===== src/rtl/core/sts_pkg.sv =====
`timescale 1ns / 1ps
// Shared types, constants and helper functions of the segment text scroller.
// Used by every module under rtl/core but sts_ram; depends on nothing.
package sts_pkg;

    localparam int NUM_TUBES   = 6;
    localparam int MAX_TEXT    = 64;
    localparam int GLYPH_DEPTH = 128;
    localparam int GLYPH_AW    = $clog2(GLYPH_DEPTH);
    localparam int TEXT_AW     = $clog2(MAX_TEXT);
    localparam int CNT_W       = $clog2(MAX_TEXT + 1);
    localparam int PAD_W       = $clog2(NUM_TUBES + NUM_TUBES / 2 + 1);
    localparam int LEN_MAX     = MAX_TEXT + 3 * NUM_TUBES;
    localparam int POS_W       = $clog2(LEN_MAX + NUM_TUBES + 2) + 1;
    localparam int TUBE_W      = (NUM_TUBES > 1) ? $clog2(NUM_TUBES) : 1;
    localparam int CFG_IDX_W   = 2;
    localparam int CFG_W       = 16;

    localparam logic [POS_W-1:0]  TUBES_POS = POS_W'(NUM_TUBES);
    localparam logic [PAD_W-1:0]  TUBES_PAD = PAD_W'(NUM_TUBES);
    localparam logic [TUBE_W-1:0] TUBE_TOP  = TUBE_W'(NUM_TUBES - 1);

    localparam logic [7:0] CHAR_M     = 8'h6D;
    localparam logic [7:0] CHAR_N     = 8'h6E;
    localparam logic [7:0] CHAR_SPACE = 8'h20;

    localparam logic [1:0] MODE_SCROLL_IN  = 2'd1;
    localparam logic [1:0] MODE_SCROLL_OUT = 2'd2;

    typedef enum logic [2:0] {
        CMD_GLYPH = 3'd0,
        CMD_LOAD  = 3'd1,
        CMD_TICK  = 3'd2,
        CMD_STOP  = 3'd3,
        CMD_ALLON = 3'd4
    } cmd_e_t;

    typedef enum logic [CFG_IDX_W-1:0] {
        CFG_INTERVAL = 2'd0,
        CFG_MODE     = 2'd1,
        CFG_DIR      = 2'd2,
        CFG_LOOP     = 2'd3
    } cfg_idx_t;

    typedef enum logic [1:0] {
        F_IDLE,
        F_ADV0,
        F_ADV1,
        F_ADV2
    } front_state_t;

    typedef enum logic [1:0] {
        B_IDLE,
        B_TEXT,
        B_GLYPH,
        B_OUT
    } back_state_t;

    typedef struct packed {
        logic [2:0] cmd;
        logic [7:0] char_code;
        logic [7:0] pattern;
        logic       last;
    } item_t;

    typedef struct packed {
        logic [7:0] segments;
        logic       end_of_frame;
        logic       scroll_running;
    } result_t;

    typedef struct packed {
        logic             fill;
        logic             fill_ones;
        logic [POS_W-1:0] start;
        logic             running;
    } job_t;

    typedef struct packed {
        logic [PAD_W-1:0] front_pad;
        logic [CNT_W-1:0] text_count;
    } text_view_t;

    typedef struct packed {
        logic               en;
        logic [GLYPH_AW-1:0] addr;
        logic [7:0]         data;
    } glyph_wr_t;

    typedef struct packed {
        logic               en;
        logic [TEXT_AW-1:0] addr;
        logic [7:0]         data;
    } text_wr_t;

    // padded position lands on a stored character
    function automatic logic text_hit(logic [POS_W-1:0] p, logic [PAD_W-1:0] fp,
                                      logic [CNT_W-1:0] tc);
        logic [POS_W-1:0] q;
        begin
            q = p - POS_W'(fp);
            return (p >= POS_W'(fp)) && (q < POS_W'(tc));
        end
    endfunction

    function automatic logic [TEXT_AW-1:0] text_index(logic [POS_W-1:0] p,
                                                      logic [PAD_W-1:0] fp);
        logic [POS_W-1:0] q;
        begin
            q = p - POS_W'(fp);
            return q[TEXT_AW-1:0];
        end
    endfunction

    function automatic logic [7:0] default_glyph(logic [GLYPH_AW-1:0] c);
        logic [7:0] g;
        begin
            unique case (c)
                7'h5F: g = 8'h01;  7'h5E: g = 8'h34;  7'h2D: g = 8'h08;
                7'h5B: g = 8'h17;  7'h5D: g = 8'hB1;  7'h30: g = 8'hB7;
                7'h31: g = 8'hA0;  7'h32: g = 8'h3B;  7'h33: g = 8'hB9;
                7'h34: g = 8'hAC;  7'h35: g = 8'h9D;  7'h36: g = 8'h9F;
                7'h37: g = 8'hB0;  7'h38: g = 8'hBF;  7'h39: g = 8'hBD;
                7'h41: g = 8'hBE;  7'h42: g = 8'h8F;  7'h43: g = 8'h17;
                7'h63: g = 8'h0B;  7'h44: g = 8'hAB;  7'h45: g = 8'h1F;
                7'h46: g = 8'h1E;  7'h47: g = 8'h97;  7'h48: g = 8'hAE;
                7'h49: g = 8'hA0;  7'h69: g = 8'h90;  7'h4A: g = 8'hA3;
                7'h4C: g = 8'h07;  7'h4E: g = 8'hB6;  7'h6E: g = 8'h8A;
                7'h6D: g = 8'hCA;  7'h4F: g = 8'hB7;  7'h6F: g = 8'h8B;
                7'h50: g = 8'h3E;  7'h51: g = 8'hBC;  7'h52: g = 8'h0A;
                7'h72: g = 8'h0A;  7'h53: g = 8'h9D;  7'h54: g = 8'h0F;
                7'h55: g = 8'hA7;  7'h59: g = 8'hAD;  7'h5A: g = 8'h3B;
                7'h21: g = 8'h60;
                default: g = 8'h00;
            endcase
            return g;
        end
    endfunction

endpackage


===== src/rtl/core/segment_text_scroller.sv =====
`timescale 1ns / 1ps
// Top level of the segment text scroller: front end, job queue, back end and
// the two copies of the text store. Depends on sts_pkg and all sts_* modules.
//
//  channel  | handshake                 | payload         | direction
//  ---------+---------------------------+-----------------+----------
//  request  | item_valid / item_stall   | item (item_t)   | in
//  result   | seg_valid / seg_stall     | seg (result_t)  | out
//  config   | cfg_we                    | cfg_index, data | in
//
// A request that makes no frame does not hold the front end; a scroll step holds
// it through F_ADV0, F_ADV1 and F_ADV2 (two text store reads for the look-ahead pair).
// A frame drains tube by tube through a text read, a glyph read and an output load
// (fill jobs skip the reads), paced by the back end's single read ports.
// Glyph writes and character loads wait until the back end is idle.
// Reset clears all control state; the glyph table reads built-in defaults
// until an entry is written. A stalled output holds the back end, not the front.
module segment_text_scroller import sts_pkg::*; (
    input  logic                 clk,
    input  logic                 rst_n,
    input  logic                 cfg_we,
    input  logic [CFG_IDX_W-1:0] cfg_index,
    input  logic [CFG_W-1:0]     cfg_data,
    input  logic                 item_valid,
    output logic                 item_stall,
    input  item_t                item,
    output logic                 seg_valid,
    input  logic                 seg_stall,
    output result_t              seg
);

    job_t               push_job, head_job;
    logic               job_push, q_full, q_empty, pop, back_idle;
    text_wr_t           text_wr;
    glyph_wr_t          glyph_wr;
    text_view_t         view;
    logic [TEXT_AW-1:0] front_raddr, back_raddr;
    logic [7:0]         front_rdata, back_rdata;

    sts_front u_front (
        .clk          (clk),
        .rst_n        (rst_n),
        .cfg_we       (cfg_we),
        .cfg_index    (cfg_index),
        .cfg_data     (cfg_data),
        .item_valid   (item_valid),
        .item_stall   (item_stall),
        .item         (item),
        .q_full       (q_full),
        .q_empty      (q_empty),
        .back_idle    (back_idle),
        .job_push     (job_push),
        .job          (push_job),
        .text_wr      (text_wr),
        .glyph_wr     (glyph_wr),
        .text_rd_addr (front_raddr),
        .text_rd_data (front_rdata),
        .view         (view)
    );

    // front copy of the text store serves the look-ahead reads
    sts_ram #(.WIDTH(8), .DEPTH(MAX_TEXT)) u_text_front (
        .clk   (clk),
        .we    (text_wr.en),
        .waddr (text_wr.addr),
        .wdata (text_wr.data),
        .raddr (front_raddr),
        .rdata (front_rdata)
    );

    // back copy serves frame rendering
    sts_ram #(.WIDTH(8), .DEPTH(MAX_TEXT)) u_text_back (
        .clk   (clk),
        .we    (text_wr.en),
        .waddr (text_wr.addr),
        .wdata (text_wr.data),
        .raddr (back_raddr),
        .rdata (back_rdata)
    );

    sts_queue u_queue (
        .clk      (clk),
        .rst_n    (rst_n),
        .push     (job_push),
        .push_job (push_job),
        .pop      (pop),
        .head_job (head_job),
        .full     (q_full),
        .empty    (q_empty)
    );

    sts_back u_back (
        .clk          (clk),
        .rst_n        (rst_n),
        .q_valid      (!q_empty),
        .head_job     (head_job),
        .pop          (pop),
        .idle         (back_idle),
        .view         (view),
        .text_rd_addr (back_raddr),
        .text_rd_data (back_rdata),
        .glyph_wr     (glyph_wr),
        .seg_valid    (seg_valid),
        .seg_stall    (seg_stall),
        .seg          (seg)
    );

    // never push into a full queue
    a_no_overflow: assert property (@(posedge clk) disable iff (!rst_n)
        !(job_push && q_full))
        else $error("job pushed into full queue");

    // never pop an empty queue
    a_no_underflow: assert property (@(posedge clk) disable iff (!rst_n)
        pop |-> !q_empty)
        else $error("job popped from empty queue");

    // text and glyph writes only while the back end is drained
    a_write_drained: assert property (@(posedge clk) disable iff (!rst_n)
        (text_wr.en || glyph_wr.en) |-> (q_empty && back_idle))
        else $error("store written while frames pending");

endmodule


===== src/rtl/core/sts_ram.sv =====
`timescale 1ns / 1ps
// Generic single-write, single-read RAM with registered read data.
// No dependencies.
module sts_ram #(
    parameter int WIDTH = 8,
    parameter int DEPTH = 64
) (
    input  logic                     clk,
    input  logic                     we,
    input  logic [$clog2(DEPTH)-1:0] waddr,
    input  logic [WIDTH-1:0]         wdata,
    input  logic [$clog2(DEPTH)-1:0] raddr,
    output logic [WIDTH-1:0]         rdata
);

    logic [WIDTH-1:0] mem_reg [DEPTH];

    always_ff @(posedge clk)
    begin
        if (we)
        begin
            mem_reg[waddr] <= wdata;
        end
        rdata <= mem_reg[raddr];
    end

endmodule


===== src/rtl/core/sts_front.sv =====
`timescale 1ns / 1ps
// Front end: takes requests and config writes, keeps the scroll state and
// queues frame jobs. Depends on sts_pkg.
module sts_front import sts_pkg::*; (
    input  logic                 clk,
    input  logic                 rst_n,
    input  logic                 cfg_we,
    input  logic [CFG_IDX_W-1:0] cfg_index,
    input  logic [CFG_W-1:0]     cfg_data,
    input  logic                 item_valid,
    output logic                 item_stall,
    input  item_t                item,
    input  logic                 q_full,
    input  logic                 q_empty,
    input  logic                 back_idle,
    output logic                 job_push,
    output job_t                 job,
    output text_wr_t             text_wr,
    output glyph_wr_t            glyph_wr,
    output logic [TEXT_AW-1:0]   text_rd_addr,
    input  logic [7:0]           text_rd_data,
    output text_view_t           view
);

    front_state_t state_reg, state_next;

    logic [15:0]        interval_reg;
    logic [1:0]         mode_reg;
    logic               dir_cfg_reg;
    logic               loop_cfg_reg;
    logic [CNT_W-1:0]   tc_reg, tc_next;
    logic [PAD_W-1:0]   fp_reg, fp_next;
    logic [PAD_W-1:0]   bp_reg, bp_next;
    logic [POS_W-1:0]   pos_reg, pos_next;
    logic [15:0]        tick_reg, tick_next;
    logic               active_reg, active_next;
    logic               loop_now_reg, loop_now_next;
    logic               dir_reg, dir_next;
    logic               new_text_reg, new_text_next;
    logic               cond_reg, cond_next;
    logic               a_in_reg, a_in_next;
    logic               b_in_reg, b_in_next;
    logic               a_m_reg, a_m_next;
    logic [TEXT_AW-1:0] b_idx_reg, b_idx_next;

    logic accept, can_take, go_adv;
    logic cmd_glyph, cmd_load, cmd_tick, cmd_stop, cmd_allon;

    // load path
    logic [CNT_W-1:0] tc_base, tc_new;
    logic             store_ok, fits_static, is_auto, short_text;
    logic [PAD_W-1:0] diff, cl, cr, pf, pb;

    // tick path
    logic [15:0] tick_inc;
    logic        due;

    // advance path
    logic [POS_W-1:0] len, a_pos, b_pos, sp1, start_pos;
    logic             cond, skip, at_end;

    assign cmd_glyph = (item.cmd == CMD_GLYPH);
    assign cmd_load  = (item.cmd == CMD_LOAD);
    assign cmd_tick  = (item.cmd == CMD_TICK);
    assign cmd_stop  = (item.cmd == CMD_STOP);
    assign cmd_allon = (item.cmd == CMD_ALLON);

    assign view.front_pad  = fp_reg;
    assign view.text_count = tc_reg;

    // memory writers wait for the back end to drain; frame makers need a slot
    always_comb
    begin
        priority if (cmd_glyph || cmd_load)
            can_take = q_empty && back_idle;
        else if (cmd_tick || cmd_stop || cmd_allon)
            can_take = !q_full;
        else
            can_take = 1'b1;
    end

    assign item_stall = !((state_reg == F_IDLE) && can_take);
    assign accept     = item_valid && !item_stall;

    always_comb
    begin
        tc_base     = new_text_reg ? '0 : tc_reg;
        store_ok    = tc_base < CNT_W'(MAX_TEXT);
        tc_new      = tc_base + CNT_W'(store_ok);
        short_text  = POS_W'(tc_new) < TUBES_POS;
        fits_static = POS_W'(tc_new) <= TUBES_POS;
        diff        = short_text ? PAD_W'(TUBES_POS - POS_W'(tc_new)) : '0;
        cl          = diff >> 1;
        cr          = diff - cl;
        is_auto     = !((mode_reg == MODE_SCROLL_IN) || (mode_reg == MODE_SCROLL_OUT));
        fits_static = fits_static && is_auto;
        priority if (is_auto)
        begin
            pf = TUBES_PAD;
            pb = TUBES_PAD;
        end
        else if ((mode_reg == MODE_SCROLL_IN) == !dir_cfg_reg)
        begin
            pf = TUBES_PAD;
            pb = '0;
        end
        else
        begin
            pf = '0;
            pb = TUBES_PAD;
        end
        tick_inc = (tick_reg == 16'hFFFF) ? tick_reg : tick_reg + 16'd1;
        due      = tick_inc >= interval_reg;
        go_adv   = (cmd_load && item.last && !fits_static)
                   || (cmd_tick && active_reg && due);
    end

    // advance: the look-ahead pair and the resulting frame start
    always_comb
    begin
        len = POS_W'(fp_reg) + POS_W'(tc_reg) + POS_W'(bp_reg);
        if (!dir_reg)
        begin
            cond  = (pos_reg + TUBES_POS) < len;
            b_pos = pos_reg + TUBES_POS;
        end
        else
        begin
            cond  = len >= (pos_reg + TUBES_POS + POS_W'(1));
            b_pos = len - pos_reg - TUBES_POS;
        end
        a_pos = b_pos - POS_W'(1);
        skip  = cond_reg && a_m_reg && b_in_reg && (text_rd_data == CHAR_N);
        sp1   = pos_reg + POS_W'(skip);
        if (!dir_reg)
            start_pos = sp1;
        else
            start_pos = (len >= sp1 + TUBES_POS) ? len - sp1 - TUBES_POS : '0;
        at_end = (sp1 + TUBES_POS) >= len;
    end

    always_comb
    begin
        state_next = state_reg;
        unique case (state_reg)
            F_IDLE: if (accept && go_adv) state_next = F_ADV0;
            F_ADV0: state_next = F_ADV1;
            F_ADV1: state_next = F_ADV2;
            F_ADV2: if (!q_full) state_next = F_IDLE;
            default: state_next = F_IDLE;
        endcase
    end

    always_comb
    begin
        job_push       = 1'b0;
        job            = '0;
        text_wr.en     = accept && cmd_load && store_ok;
        text_wr.addr   = tc_base[TEXT_AW-1:0];
        text_wr.data   = item.char_code;
        glyph_wr.en    = accept && cmd_glyph;
        glyph_wr.addr  = item.char_code[GLYPH_AW-1:0];
        glyph_wr.data  = item.pattern;
        text_rd_addr   = b_idx_reg;
        unique case (state_reg)
            F_IDLE:
            begin
                if (accept)
                begin
                    priority if (cmd_load && item.last && fits_static)
                    begin
                        job_push = 1'b1;
                    end
                    else if (cmd_stop)
                    begin
                        job_push  = 1'b1;
                        job.fill  = 1'b1;
                    end
                    else if (cmd_allon)
                    begin
                        job_push      = 1'b1;
                        job.fill      = 1'b1;
                        job.fill_ones = 1'b1;
                        job.running   = active_reg;
                    end
                    else
                    begin
                        job_push = 1'b0;
                    end
                end
            end
            F_ADV0: text_rd_addr = text_index(a_pos, fp_reg);
            F_ADV1: text_rd_addr = b_idx_reg;
            F_ADV2:
            begin
                job_push    = !q_full;
                job.start   = start_pos;
                job.running = !at_end || loop_now_reg;
            end
            default: job_push = 1'b0;
        endcase
    end

    always_comb
    begin
        tc_next       = tc_reg;
        fp_next       = fp_reg;
        bp_next       = bp_reg;
        pos_next      = pos_reg;
        tick_next     = tick_reg;
        active_next   = active_reg;
        loop_now_next = loop_now_reg;
        dir_next      = dir_reg;
        new_text_next = new_text_reg;
        cond_next     = cond_reg;
        a_in_next     = a_in_reg;
        b_in_next     = b_in_reg;
        a_m_next      = a_m_reg;
        b_idx_next    = b_idx_reg;
        unique case (state_reg)
            F_IDLE:
            begin
                if (accept)
                begin
                    priority if (cmd_load)
                    begin
                        if (new_text_reg)
                            active_next = 1'b0;
                        new_text_next = item.last;
                        tc_next       = tc_new;
                        if (item.last)
                        begin
                            if (fits_static)
                            begin
                                fp_next     = cl;
                                bp_next     = cr;
                                active_next = 1'b0;
                            end
                            else
                            begin
                                fp_next       = cl + pf;
                                bp_next       = cr + pb;
                                dir_next      = dir_cfg_reg;
                                loop_now_next = is_auto && loop_cfg_reg;
                                pos_next      = '0;
                                tick_next     = '0;
                                active_next   = 1'b1;
                            end
                        end
                    end
                    else if (cmd_tick && active_reg)
                    begin
                        tick_next = due ? 16'd0 : tick_inc;
                    end
                    else if (cmd_stop)
                    begin
                        active_next = 1'b0;
                        pos_next    = '0;
                    end
                    else
                    begin
                        tick_next = tick_reg;
                    end
                end
            end
            F_ADV0:
            begin
                cond_next  = cond;
                a_in_next  = text_hit(a_pos, fp_reg, tc_reg);
                b_in_next  = text_hit(b_pos, fp_reg, tc_reg);
                b_idx_next = text_index(b_pos, fp_reg);
            end
            F_ADV1:
            begin
                a_m_next = a_in_reg && (text_rd_data == CHAR_M);
            end
            F_ADV2:
            begin
                if (!q_full)
                begin
                    if (at_end)
                    begin
                        pos_next    = '0;
                        active_next = loop_now_reg;
                    end
                    else
                    begin
                        pos_next = sp1 + POS_W'(1);
                    end
                end
            end
            default: tc_next = tc_reg;
        endcase
    end

    always_ff @(posedge clk or negedge rst_n)
    begin
        if (!rst_n)
        begin
            state_reg    <= F_IDLE;
            interval_reg <= 16'd250;
            mode_reg     <= '0;
            dir_cfg_reg  <= 1'b0;
            loop_cfg_reg <= 1'b0;
            tc_reg       <= '0;
            fp_reg       <= '0;
            bp_reg       <= '0;
            pos_reg      <= '0;
            tick_reg     <= '0;
            active_reg   <= 1'b0;
            loop_now_reg <= 1'b0;
            dir_reg      <= 1'b0;
            new_text_reg <= 1'b1;
        end
        else
        begin
            state_reg    <= state_next;
            tc_reg       <= tc_next;
            fp_reg       <= fp_next;
            bp_reg       <= bp_next;
            pos_reg      <= pos_next;
            tick_reg     <= tick_next;
            active_reg   <= active_next;
            loop_now_reg <= loop_now_next;
            dir_reg      <= dir_next;
            new_text_reg <= new_text_next;
            if (cfg_we)
            begin
                unique case (cfg_idx_t'(cfg_index))
                    CFG_INTERVAL: interval_reg <= cfg_data;
                    CFG_MODE:     mode_reg     <= cfg_data[1:0];
                    CFG_DIR:      dir_cfg_reg  <= cfg_data[0];
                    CFG_LOOP:     loop_cfg_reg <= cfg_data[0];
                    default:      loop_cfg_reg <= loop_cfg_reg;
                endcase
            end
        end
    end

    always_ff @(posedge clk)
    begin
        cond_reg  <= cond_next;
        a_in_reg  <= a_in_next;
        b_in_reg  <= b_in_next;
        a_m_reg   <= a_m_next;
        b_idx_reg <= b_idx_next;
    end

endmodule


===== src/rtl/core/sts_queue.sv =====
`timescale 1ns / 1ps
// Two-entry job queue between the front and back ends.
// Depends on sts_pkg for job_t.
module sts_queue import sts_pkg::*; (
    input  logic clk,
    input  logic rst_n,
    input  logic push,
    input  job_t push_job,
    input  logic pop,
    output job_t head_job,
    output logic full,
    output logic empty
);

    job_t       entry_reg [2];
    logic [1:0] cnt_reg, cnt_next;
    logic       head_reg, head_next;
    logic       tail;

    assign tail     = head_reg ^ cnt_reg[0];
    assign full     = cnt_reg[1];
    assign empty    = (cnt_reg == 2'd0);
    assign head_job = entry_reg[head_reg];

    always_comb
    begin
        cnt_next  = cnt_reg + 2'(push) - 2'(pop);
        head_next = head_reg ^ pop;
    end

    always_ff @(posedge clk or negedge rst_n)
    begin
        if (!rst_n)
        begin
            cnt_reg  <= '0;
            head_reg <= 1'b0;
        end
        else
        begin
            cnt_reg  <= cnt_next;
            head_reg <= head_next;
        end
    end

    always_ff @(posedge clk)
    begin
        if (push)
        begin
            entry_reg[tail] <= push_job;
        end
    end

endmodule


===== src/rtl/core/sts_back.sv =====
`timescale 1ns / 1ps
// Back end: walks one frame job tube by tube, looks up text and glyph, and
// holds each segment byte in the output register. Depends on sts_pkg, sts_ram.
module sts_back import sts_pkg::*; (
    input  logic               clk,
    input  logic               rst_n,
    input  logic               q_valid,
    input  job_t               head_job,
    output logic               pop,
    output logic               idle,
    input  text_view_t         view,
    output logic [TEXT_AW-1:0] text_rd_addr,
    input  logic [7:0]         text_rd_data,
    input  glyph_wr_t          glyph_wr,
    output logic               seg_valid,
    input  logic               seg_stall,
    output result_t            seg
);

    back_state_t state_reg, state_next;

    job_t                job_reg;
    logic [TUBE_W-1:0]   tube_reg;
    logic                hit_reg;
    logic [GLYPH_AW-1:0] gaddr_reg;
    logic [GLYPH_DEPTH-1:0] gvalid_reg;
    logic                out_valid_reg;
    result_t             out_reg;

    logic [POS_W-1:0]    p;
    logic [GLYPH_AW-1:0] gaddr, graddr;
    logic [7:0]          gram_q, value;
    logic                slot_free, load_out, last_tube;

    sts_ram #(.WIDTH(8), .DEPTH(GLYPH_DEPTH)) u_glyph_ram (
        .clk   (clk),
        .we    (glyph_wr.en),
        .waddr (glyph_wr.addr),
        .wdata (glyph_wr.data),
        .raddr (graddr),
        .rdata (gram_q)
    );

    assign p            = job_reg.start + POS_W'(tube_reg);
    assign text_rd_addr = text_index(p, view.front_pad);
    assign gaddr        = hit_reg ? text_rd_data[GLYPH_AW-1:0] : CHAR_SPACE[GLYPH_AW-1:0];
    assign graddr       = (state_reg == B_GLYPH) ? gaddr : gaddr_reg;
    assign slot_free    = !out_valid_reg || !seg_stall;
    assign last_tube    = (tube_reg == '0);
    assign idle         = (state_reg == B_IDLE);
    assign pop          = idle && q_valid;
    assign load_out     = (state_reg == B_OUT) && slot_free;
    assign seg_valid    = out_valid_reg;
    assign seg          = out_reg;

    always_comb
    begin
        if (job_reg.fill)
            value = {8{job_reg.fill_ones}};
        else if (gvalid_reg[gaddr_reg])
            value = gram_q;
        else
            value = default_glyph(gaddr_reg);
    end

    always_comb
    begin
        state_next = state_reg;
        unique case (state_reg)
            B_IDLE:  if (q_valid) state_next = head_job.fill ? B_OUT : B_TEXT;
            B_TEXT:  state_next = B_GLYPH;
            B_GLYPH: state_next = B_OUT;
            B_OUT:
            begin
                if (slot_free)
                begin
                    if (last_tube)
                        state_next = B_IDLE;
                    else
                        state_next = job_reg.fill ? B_OUT : B_TEXT;
                end
            end
            default: state_next = B_IDLE;
        endcase
    end

    always_ff @(posedge clk or negedge rst_n)
    begin
        if (!rst_n)
        begin
            state_reg     <= B_IDLE;
            out_valid_reg <= 1'b0;
            gvalid_reg    <= '0;
        end
        else
        begin
            state_reg <= state_next;
            if (load_out)
                out_valid_reg <= 1'b1;
            else if (!seg_stall)
                out_valid_reg <= 1'b0;
            if (glyph_wr.en)
                gvalid_reg[glyph_wr.addr] <= 1'b1;
        end
    end

    always_ff @(posedge clk)
    begin
        if (pop)
        begin
            job_reg  <= head_job;
            tube_reg <= TUBE_TOP;
        end
        if (state_reg == B_TEXT)
            hit_reg <= text_hit(p, view.front_pad, view.text_count);
        if (state_reg == B_GLYPH)
            gaddr_reg <= gaddr;
        if (load_out)
        begin
            out_reg.segments       <= value;
            out_reg.end_of_frame   <= last_tube;
            out_reg.scroll_running <= job_reg.running;
            tube_reg               <= tube_reg - TUBE_W'(1);
        end
    end

endmodule

===== config.mk =====
export PLATFORM = sky130hd
export DESIGN_NAME = segment_text_scroller
export DESIGN_NICKNAME = d
export VERILOG_FILES = /design/src/rtl/core/sts_pkg.sv /design/src/rtl/core/segment_text_scroller.sv /design/src/rtl/core/sts_ram.sv /design/src/rtl/core/sts_front.sv /design/src/rtl/core/sts_queue.sv /design/src/rtl/core/sts_back.sv
export SDC_FILE = /design/constraint.sdc
export NUM_CORES = 2
export LEC_CHECK = 0
export BUFFER_PORTS_ARGS = -buffer_cell sky130_fd_sc_hd__buf_2
export CELL_PAD_IN_SITES_DETAIL_PLACEMENT = 1
export CELL_PAD_IN_SITES_GLOBAL_PLACEMENT = 1
export CORE_UTILIZATION = 54
export DETAILED_ROUTE_END_ITERATION = 8
export PLACE_DENSITY = 0.82
export RECOVER_POWER = 50
export SYNTH_ARGS = -nofsm -noshare
export SYNTH_HDL_FRONTEND = slang
export SYNTH_SLANG_ARGS = --single-unit

===== constraint.sdc =====
create_clock -name clk -period 6.1 [get_ports clk]
set_clock_uncertainty 0.2 [all_clocks]
set_input_delay 1.22 -clock clk [delete_from_list [all_inputs] [get_ports clk]]
set_output_delay 1.22 -clock clk [all_outputs]
set_load 0.02 [all_outputs]

# Yosys cells after proc, flatten, opt, wreduce, memory -nomap -nowiden
# Memory sizes are Yosys's and may differ from the RTL's. A register that Yosys moved wholly into a read port is not among the register bits.
# Index checks and enable logic that the tools add are counted.
classes:
  addsub: 25
  magnitude_cmp: 17
  n_eq_ne: 33
  muxes: 84
  bitwise: 4
  n_reduce_logical: 61
ops:
  columns: ["cell", "count"]
  rows:
  - ["128-bit OR", 1]
  - ["8-bit 2-to-1 mux", 14]
  - ["16-bit 2-to-1 mux", 6]
  - ["1-bit 2-to-1 mux", 32]
  - ["8-bit by 4-bit >= comparator with 1-bit output", 3]
  - ["8-bit >= comparator", 3]
  - ["1-bit logical AND", 24]
  - ["8-bit by 7-bit < comparator with 1-bit output", 3]
  - ["8-bit by 4-bit subtractor with 8-bit output", 3]
  - ["2-bit 2-to-1 mux", 11]
  - ["7-bit 2-to-1 mux", 3]
  - ["4-bit 2-to-1 mux", 5]
  - ["16-bit by 1-bit adder with 16-bit output, second input constant", 1]
  - ["8-bit by 1-bit adder with 8-bit output, second input constant", 2]
  - ["8-bit by 3-bit adder with 8-bit output, second input constant", 2]
  - ["16-bit == test, second input constant", 1]
  - ["8-bit by 7-bit == test with 1-bit output, second input constant", 2]
  - ["16-bit >= comparator", 1]
  - ["7-bit by 8-bit < comparator with 1-bit output, second input constant", 2]
  - ["2-bit one-hot mux with 4 select lines", 2]
  - ["8-bit one-hot mux with 2 select lines", 1]
  - ["8-bit by 3-bit subtractor with 8-bit output, second input constant", 2]
  - ["8-bit subtractor", 2]
  - ["2-bit == test, second input constant", 7]
  - ["other kinds (46)", 91]
word_totals:
  ff_bits: 241
  ram_bits: 2070
  romBits: 1024
  inputBits: 43
  output_inout_bits: 12
  wordCells: 263
  memories: 5
memory_table:
  columns: ["name", "words", "word_bits", "rd", "rd_ports_with_merged_regs", "wr", "line_no", "rtl"]
  rows:
  - ["(name not given)", 128, 8, 1, 1, 0, "sts_pkg.sv:118", "unique case (c)"]
  - ["u_back.u_glyph_ram.mem_reg", 128, 8, 1, 1, 1, "sts_ram.sv:16", "logic [WIDTH-1:0] mem_reg [DEPTH];"]
  - ["u_text_back.mem_reg", 64, 8, 1, 1, 1, "sts_ram.sv:16", null]
  - ["u_text_front.mem_reg", 64, 8, 1, 1, 1, "sts_ram.sv:16", null]
  - ["u_queue.entry_reg", 2, 11, 1, 0, 1, "sts_queue.sv:15", "job_t entry_reg [2];"]

# Logic depth before layout (Yosys ltp)
depth:
  ltp_word: 11
  mapped_depth: 23
  depth_no_buf: 23

# By module
# A second synthesis with hierarchy kept.
unflattened:
  cells_unflattened: 5272
  area_unflattened_um2: 97512.3
modules_own_cells:
  columns: ["module", "instances", "cells_per_inst", "area_per_inst_um2", "seq_area_each_um2"]
  rows:
  - ["sts_ram at u_text_back ...", 2, 940, 20166.8, 15534.9]
  - ["sts_ram at u_back.u_glyph_ram", 1, 1635, 39665.5, 30909.6]
  - ["sts_back", 1, 781, 8620.8, 4329.2]
  - ["sts_front", 1, 927, 7900.1, 1935.6]
  - ["sts_queue", 1, 48, 988.4, 735.7]
  - ["segment_text_scroller", 1, 1, 3.8, 0.0]

# Least setup slack after synthesis
# No wires, ideal clock.
synth_timing:
  kind: "flip-flop to flip-flop"
  start: "register u_front.fp_reg[1]"
  end: "register u_text_front.rdata[5] (read register of u_text_front.mem_reg)"
  setup_ns: 0.130
  arrival_ns: 5.043
  required_ns: 5.770
  path_slack_ns: 0.727
  path_stages_with_launch: 21
  path_buffers: 2
  synth_period_minus_slack_ns: 5.373
  path_cell_list: "dfrtp_1 > inv_1 > fa_1 > inv_1 > ha_1 > fa_1 > ha_1 > inv_1 > fa_1 > mux2i_1 > xor2_1 > ha_1 > xor2_1 > mux2_2 > clkbuf_1 > clkbuf_1 > mux4_2 > mux2i_1 > mux2i_1 > mux2i_1 > mux2i_1"
synth_between:
  elab_chain_cells: 8
synth_rtl:
  columns: ["element", "line_no", "rtl"]
  rows:
  - ["start, declared", "sts_front.sv:32", "logic [PAD_W-1:0] fp_reg, fp_next;"]
  - ["start signal, assigned", "sts_front.sv:319", "fp_reg <= fp_next;"]
  - ["4-bit by 7-bit adder with 8-bit output", "sts_front.sv:121", "len = POS_W'(fp_reg) + POS_W'(tc_reg) + POS_W'(bp_reg);"]
  - ["8-bit by 4-bit adder with 8-bit output", "sts_front.sv:121", null]
  - ["8-bit subtractor", "sts_front.sv:130", "b_pos = len - pos_reg - TUBES_POS;"]
  - ["8-bit by 3-bit subtractor with 8-bit output", "sts_front.sv:130", null]
  - ["8-bit 2-to-1 mux", "sts_front.sv:122", "if (!dir_reg)"]
  - ["8-bit by 1-bit subtractor with 8-bit output", "sts_front.sv:132", "a_pos = b_pos - POS_W'(1);"]
  - ["8-bit by 4-bit subtractor with 8-bit output *", "sts_pkg.sv:110", "q = p - POS_W'(fp);"]
  - ["6-bit 2-to-1 mux *", "sts_front.sv:165", "unique case (state_reg)"]
  - ["end, declared", "sts_ram.sv:13", "output logic [WIDTH-1:0] rdata"]
# Mark *: on every way between the ends. The rest lies on a longest branch, timed or not.
# A chain may end at the register's enable or synchronous reset.

# Worst setup path in the final report
layout_timing:
  start: "register u_front.tc_reg[1]"
  end: "register u_text_front.rdata[6] (read register of u_text_front.mem_reg)"
layout_between:
  elab_chain_cells: 8
layout_rtl:
  columns: ["element", "line_no", "rtl"]
  rows:
  - ["start, declared", "sts_front.sv:31", "logic [CNT_W-1:0] tc_reg, tc_next;"]
  - ["start signal, assigned", "sts_front.sv:318", "tc_reg <= tc_next;"]
  - ["4-bit by 7-bit adder with 8-bit output", "sts_front.sv:121", null]
  - ["8-bit by 4-bit adder with 8-bit output", "sts_front.sv:121", null]
  - ["8-bit subtractor", "sts_front.sv:130", null]
  - ["8-bit by 3-bit subtractor with 8-bit output", "sts_front.sv:130", null]
  - ["8-bit 2-to-1 mux", "sts_front.sv:122", null]
  - ["8-bit by 1-bit subtractor with 8-bit output", "sts_front.sv:132", null]
  - ["8-bit by 4-bit subtractor with 8-bit output", "sts_pkg.sv:110", null]
  - ["6-bit 2-to-1 mux", "sts_front.sv:165", null]
# Every way passes these cells.

==> results.md <==
- Hold_buf cts: 0
- Mean post-synth cell area: 14.7 um2
- DRC Markers: 0
- Root buffer cell: clkbuf_16
- R2r setup slk: 0.14 ns
- Status: finished with violations
- Antenna-violating nets left: 0
- Worst EP required: 6.59 ns
- CP endpoint kind: register
- Routed via count: 52291
- Mapped Cells: 5508
- Layout cells sized above 1: 17.8%
- Post-synth ARST share: 10.9%
- Post-DP HPWL: 156000 um
- # H-tree levels: 4
- Synth unique cells: 85
- Hold Violations, Final: 0
- Top FF cell, synth: edfxtp_1
- Post-Place Cell Area: 0.0844 mm2
- Seq/Total Area, Yosys: 66.1%
- Die Area: 0.152 mm2
- Max_slew headroom: -237%
- CTS tree: yes
- # rows: 141
- Final worst setup slack: 0.143 ns
- GRT Overall Usage: 33.2%
- Fillcell total: 13462
- Ports: 55
- Worst hold path type: register to register
- Startpoint types: register
- Final Cell Area: 0.0906 mm2
- Yosys reg bits: 1830
- Detailed Route WL: 251000 um
- Reg-to-reg endpoint: u_text_front.rdata[6]
- Leak pwr: 0.0324 uW
- Post-layout nets: 5829
- FF-to-FF path depth: 18
- Hold Path End: u_back.seg[0]
- Clk pin slew, worst setup/hold paths: 0.06 ns
- DR vias/cell: 6.70
- Max-cap violations: 20
- Chip width: 390 um
- Ranking of synthesized cells by area: edfxtp_1 (59%), mux4_2 (9.8%), dfrtp_1 (5.9%)
- Initial DRT Pass Iterations: 6
- Worst-Margin Slew: 5.05 ns
- Post-synth top area share: 59.0%
- Total gr overflow: 0
- Commonest cells post-synth: edfxtp_1 (1593), nand2_1 (879), mux4_2 (352)
- Yosys warning count: 0
- First-pass GRT wire length: 370000 um
- Chip height: 390 um
- Crit Path Class: register to register
- Setup_tns: 0 ns
- Worst-skew pair later-pin latency: 0.82 ns
- Area leader, netlist: edfxtp_1
- Final Setup Violations: 0
- Final Util: 61.1%
- Setup Slack @ Placement: 0.107 ns
- Ratio of total power to cell area: 543 mW/mm2
- Placer congestion estimate: 0.885
- Startpoint of the worst-slack reg-to-reg timing path: u_front.tc_reg[1]
- Core area: 0.148 mm2
- Initial antenna violation count: 15
- Max Slew Vio Count: 1337
- Clk sinks: 1830
- Worst Path Arrival: 6.44 ns
- First-iteration detailed-routing DRC count: 6103
- Worst-path maximum fanout: 17
- FMAX: 168 MHz
- Num CTS Buffers: 184
- Largest net degree at the start of global routing: 129
- Area Growth Syn to Fin: 11.7%
- Synth Net Count: 5700
- Failing checks: max-capacitance violations, max-slew violations
- Vias in the first global route: 54482
- Post-DR wirelength/cell: 32.2 um
- Min Tclk post-route: 5.96 ns
- Cell with the most instances after synthesis: edfxtp_1
- Worst Hold Path Cells: 0
- Hold Startpoint: u_back.job_reg[0]
- VDD IR max: 0.000550 V
- Period utilization: 97.7%
- EDFF count, synth: 1593
- Starting Density: 54.7%
- CTS Buffer Depth: 3
- Cell Area, Synth: 0.0811 mm2
- RSZ-0062 raised after global routing: true
- Largest register FFs: 1024
- Number of port buffers: 54
[layout make-up]
type / count / area [um2] / area share, %
Tap cell: 2002 / 2500 / 2.76
Timing Repair Buffer: 249 / 1910 / 2.11
Inverter: 117 / 454 / 0.501
Multi-Input combinational cell: 3255 / 25900 / 28.6
Clock buffer: 268 / 5330 / 5.88
Sequential cell: 1830 / 53600 / 59.1
Clock inverter: 77 / 916 / 1.01
Antenna cell: 3 / 7.51 / 0.00828
[worst max-delay path, stage by stage (launching register included)]
cell     delay, ns
dfrtp_1       0.43
inv_1         0.12
fa_1          0.52
inv_1         0.06
ha_1          0.22
fa_1          0.53
ha_1          0.33
inv_1         0.06
fa_1          0.47
mux2i_2       0.25
xor2_1        0.24
ha_2          0.37
xor2_4        0.20
mux2_8        0.42
mux4_2        0.32
mux2i_1       0.35
mux2i_1       0.31
mux2i_1       0.30
mux2i_1       0.12
[cells in the final DEF, fill, tap and decap left out, types with 18 or more instances in the layout]
master	n
clkinv_2	20
nand3_1	225
ha_1	133
mux2i_1	247
nand2b_1	23
clkbuf_1	80
inv_1	113
a211oi_1	22
edfxtp_1	1593
a21o_1	28
nor2b_1	31
o21ai_0	106
nor3_1	22
mux4_2	352
clkbuf_8	28
a32oi_1	40
buf_2	34
a31oi_1	66
a21oi_1	68
nand2_1	879
clkbuf_16	190
and3_1	111
buf_4	157
xor2_1	26
a311oi_1	53
or2_1	23
nand4_1	20
a221oi_1	23
nor2_1	288
dfrtp_1	192
buf_12	19
dfxtp_1	37
or2_2	116
xnor2_1	53
a22oi_1	44
mux2_2	18
[cells by family after synthesis]
group / after synthesis / share of synthesized area (%)
AND/OR/NAND/NOR: 1832 / 10.3
flip-flops: 1830 / 66.1
multiplexers: 632 / 13.3
AO/OA/AOI/OAI: 555 / 4.79
buffers and inverters: 424 / 2.22
adder cells (fa/ha/maj): 149 / 2.43
XOR/XNOR: 84 / 0.933
other: 2 / 0.00926
[stage by stage]
stage / cells / hold slack (ns) / power [uW]
3_5_place_dp: 7451 / 0.216 / 36700
5_1_grt: 7799 / 0.247 / 50800
4_1_cts: 7798 / 0.193 / 48900
6_report: 7801 / 0.229 / 49200
3_3_place_gp: 7451 / 0.203 / 35900
2_1_floorplan: 5508 / 0.200 / 29300
[layer usage]
metal	up-vias	wire (um)	part of all wire (%)	global-route usage, %
met5	-	86	0.034	0
met4	14	13900	5.5	16.3
met3	787	22100	8.8	6.51
met2	3065	123000	49	54.8
met1	27156	92200	37	42.3
li1	21269	-	-	-
[worst max-delay path by stage]
| stage | start | to | slack, ns |
|---|---|---|---|
| final | u_front.tc_reg[1] | u_text_front.rdata[6] | 0.14 |
| after global routing | u_front.tc_reg[1] | u_text_front.rdata[4] | -0.01 |
| after floorplan | u_front.fp_reg[1] | u_text_front.rdata[5] | 0.73 |
| after detailed placement | u_front.tc_reg[1] | u_text_front.rdata[6] | 0.11 |
| after global placement | u_front.tc_reg[1] | u_text_front.rdata[4] | 0.36 |
| after CTS | u_front.tc_reg[1] | u_text_front.rdata[3] | 0.12 |
[repair_timing]
action / 4_1_cts / 5_1_grt
resized for setup: 2 / 5
pin swaps: 1 / 0
gates cloned: 1 / 0
buffers inserted: 1 / 0
setup endpoints to repair: 1 / 7
[where the power goes]
group | total [uW] | internal, uW | switching [uW]
clock network | 11800 | 6730 | 5020
registers | 14500 | 14100 | 382
logic | 23000 | 8970 | 14000
Note: power is estimated with default switching activity, not from simulation.
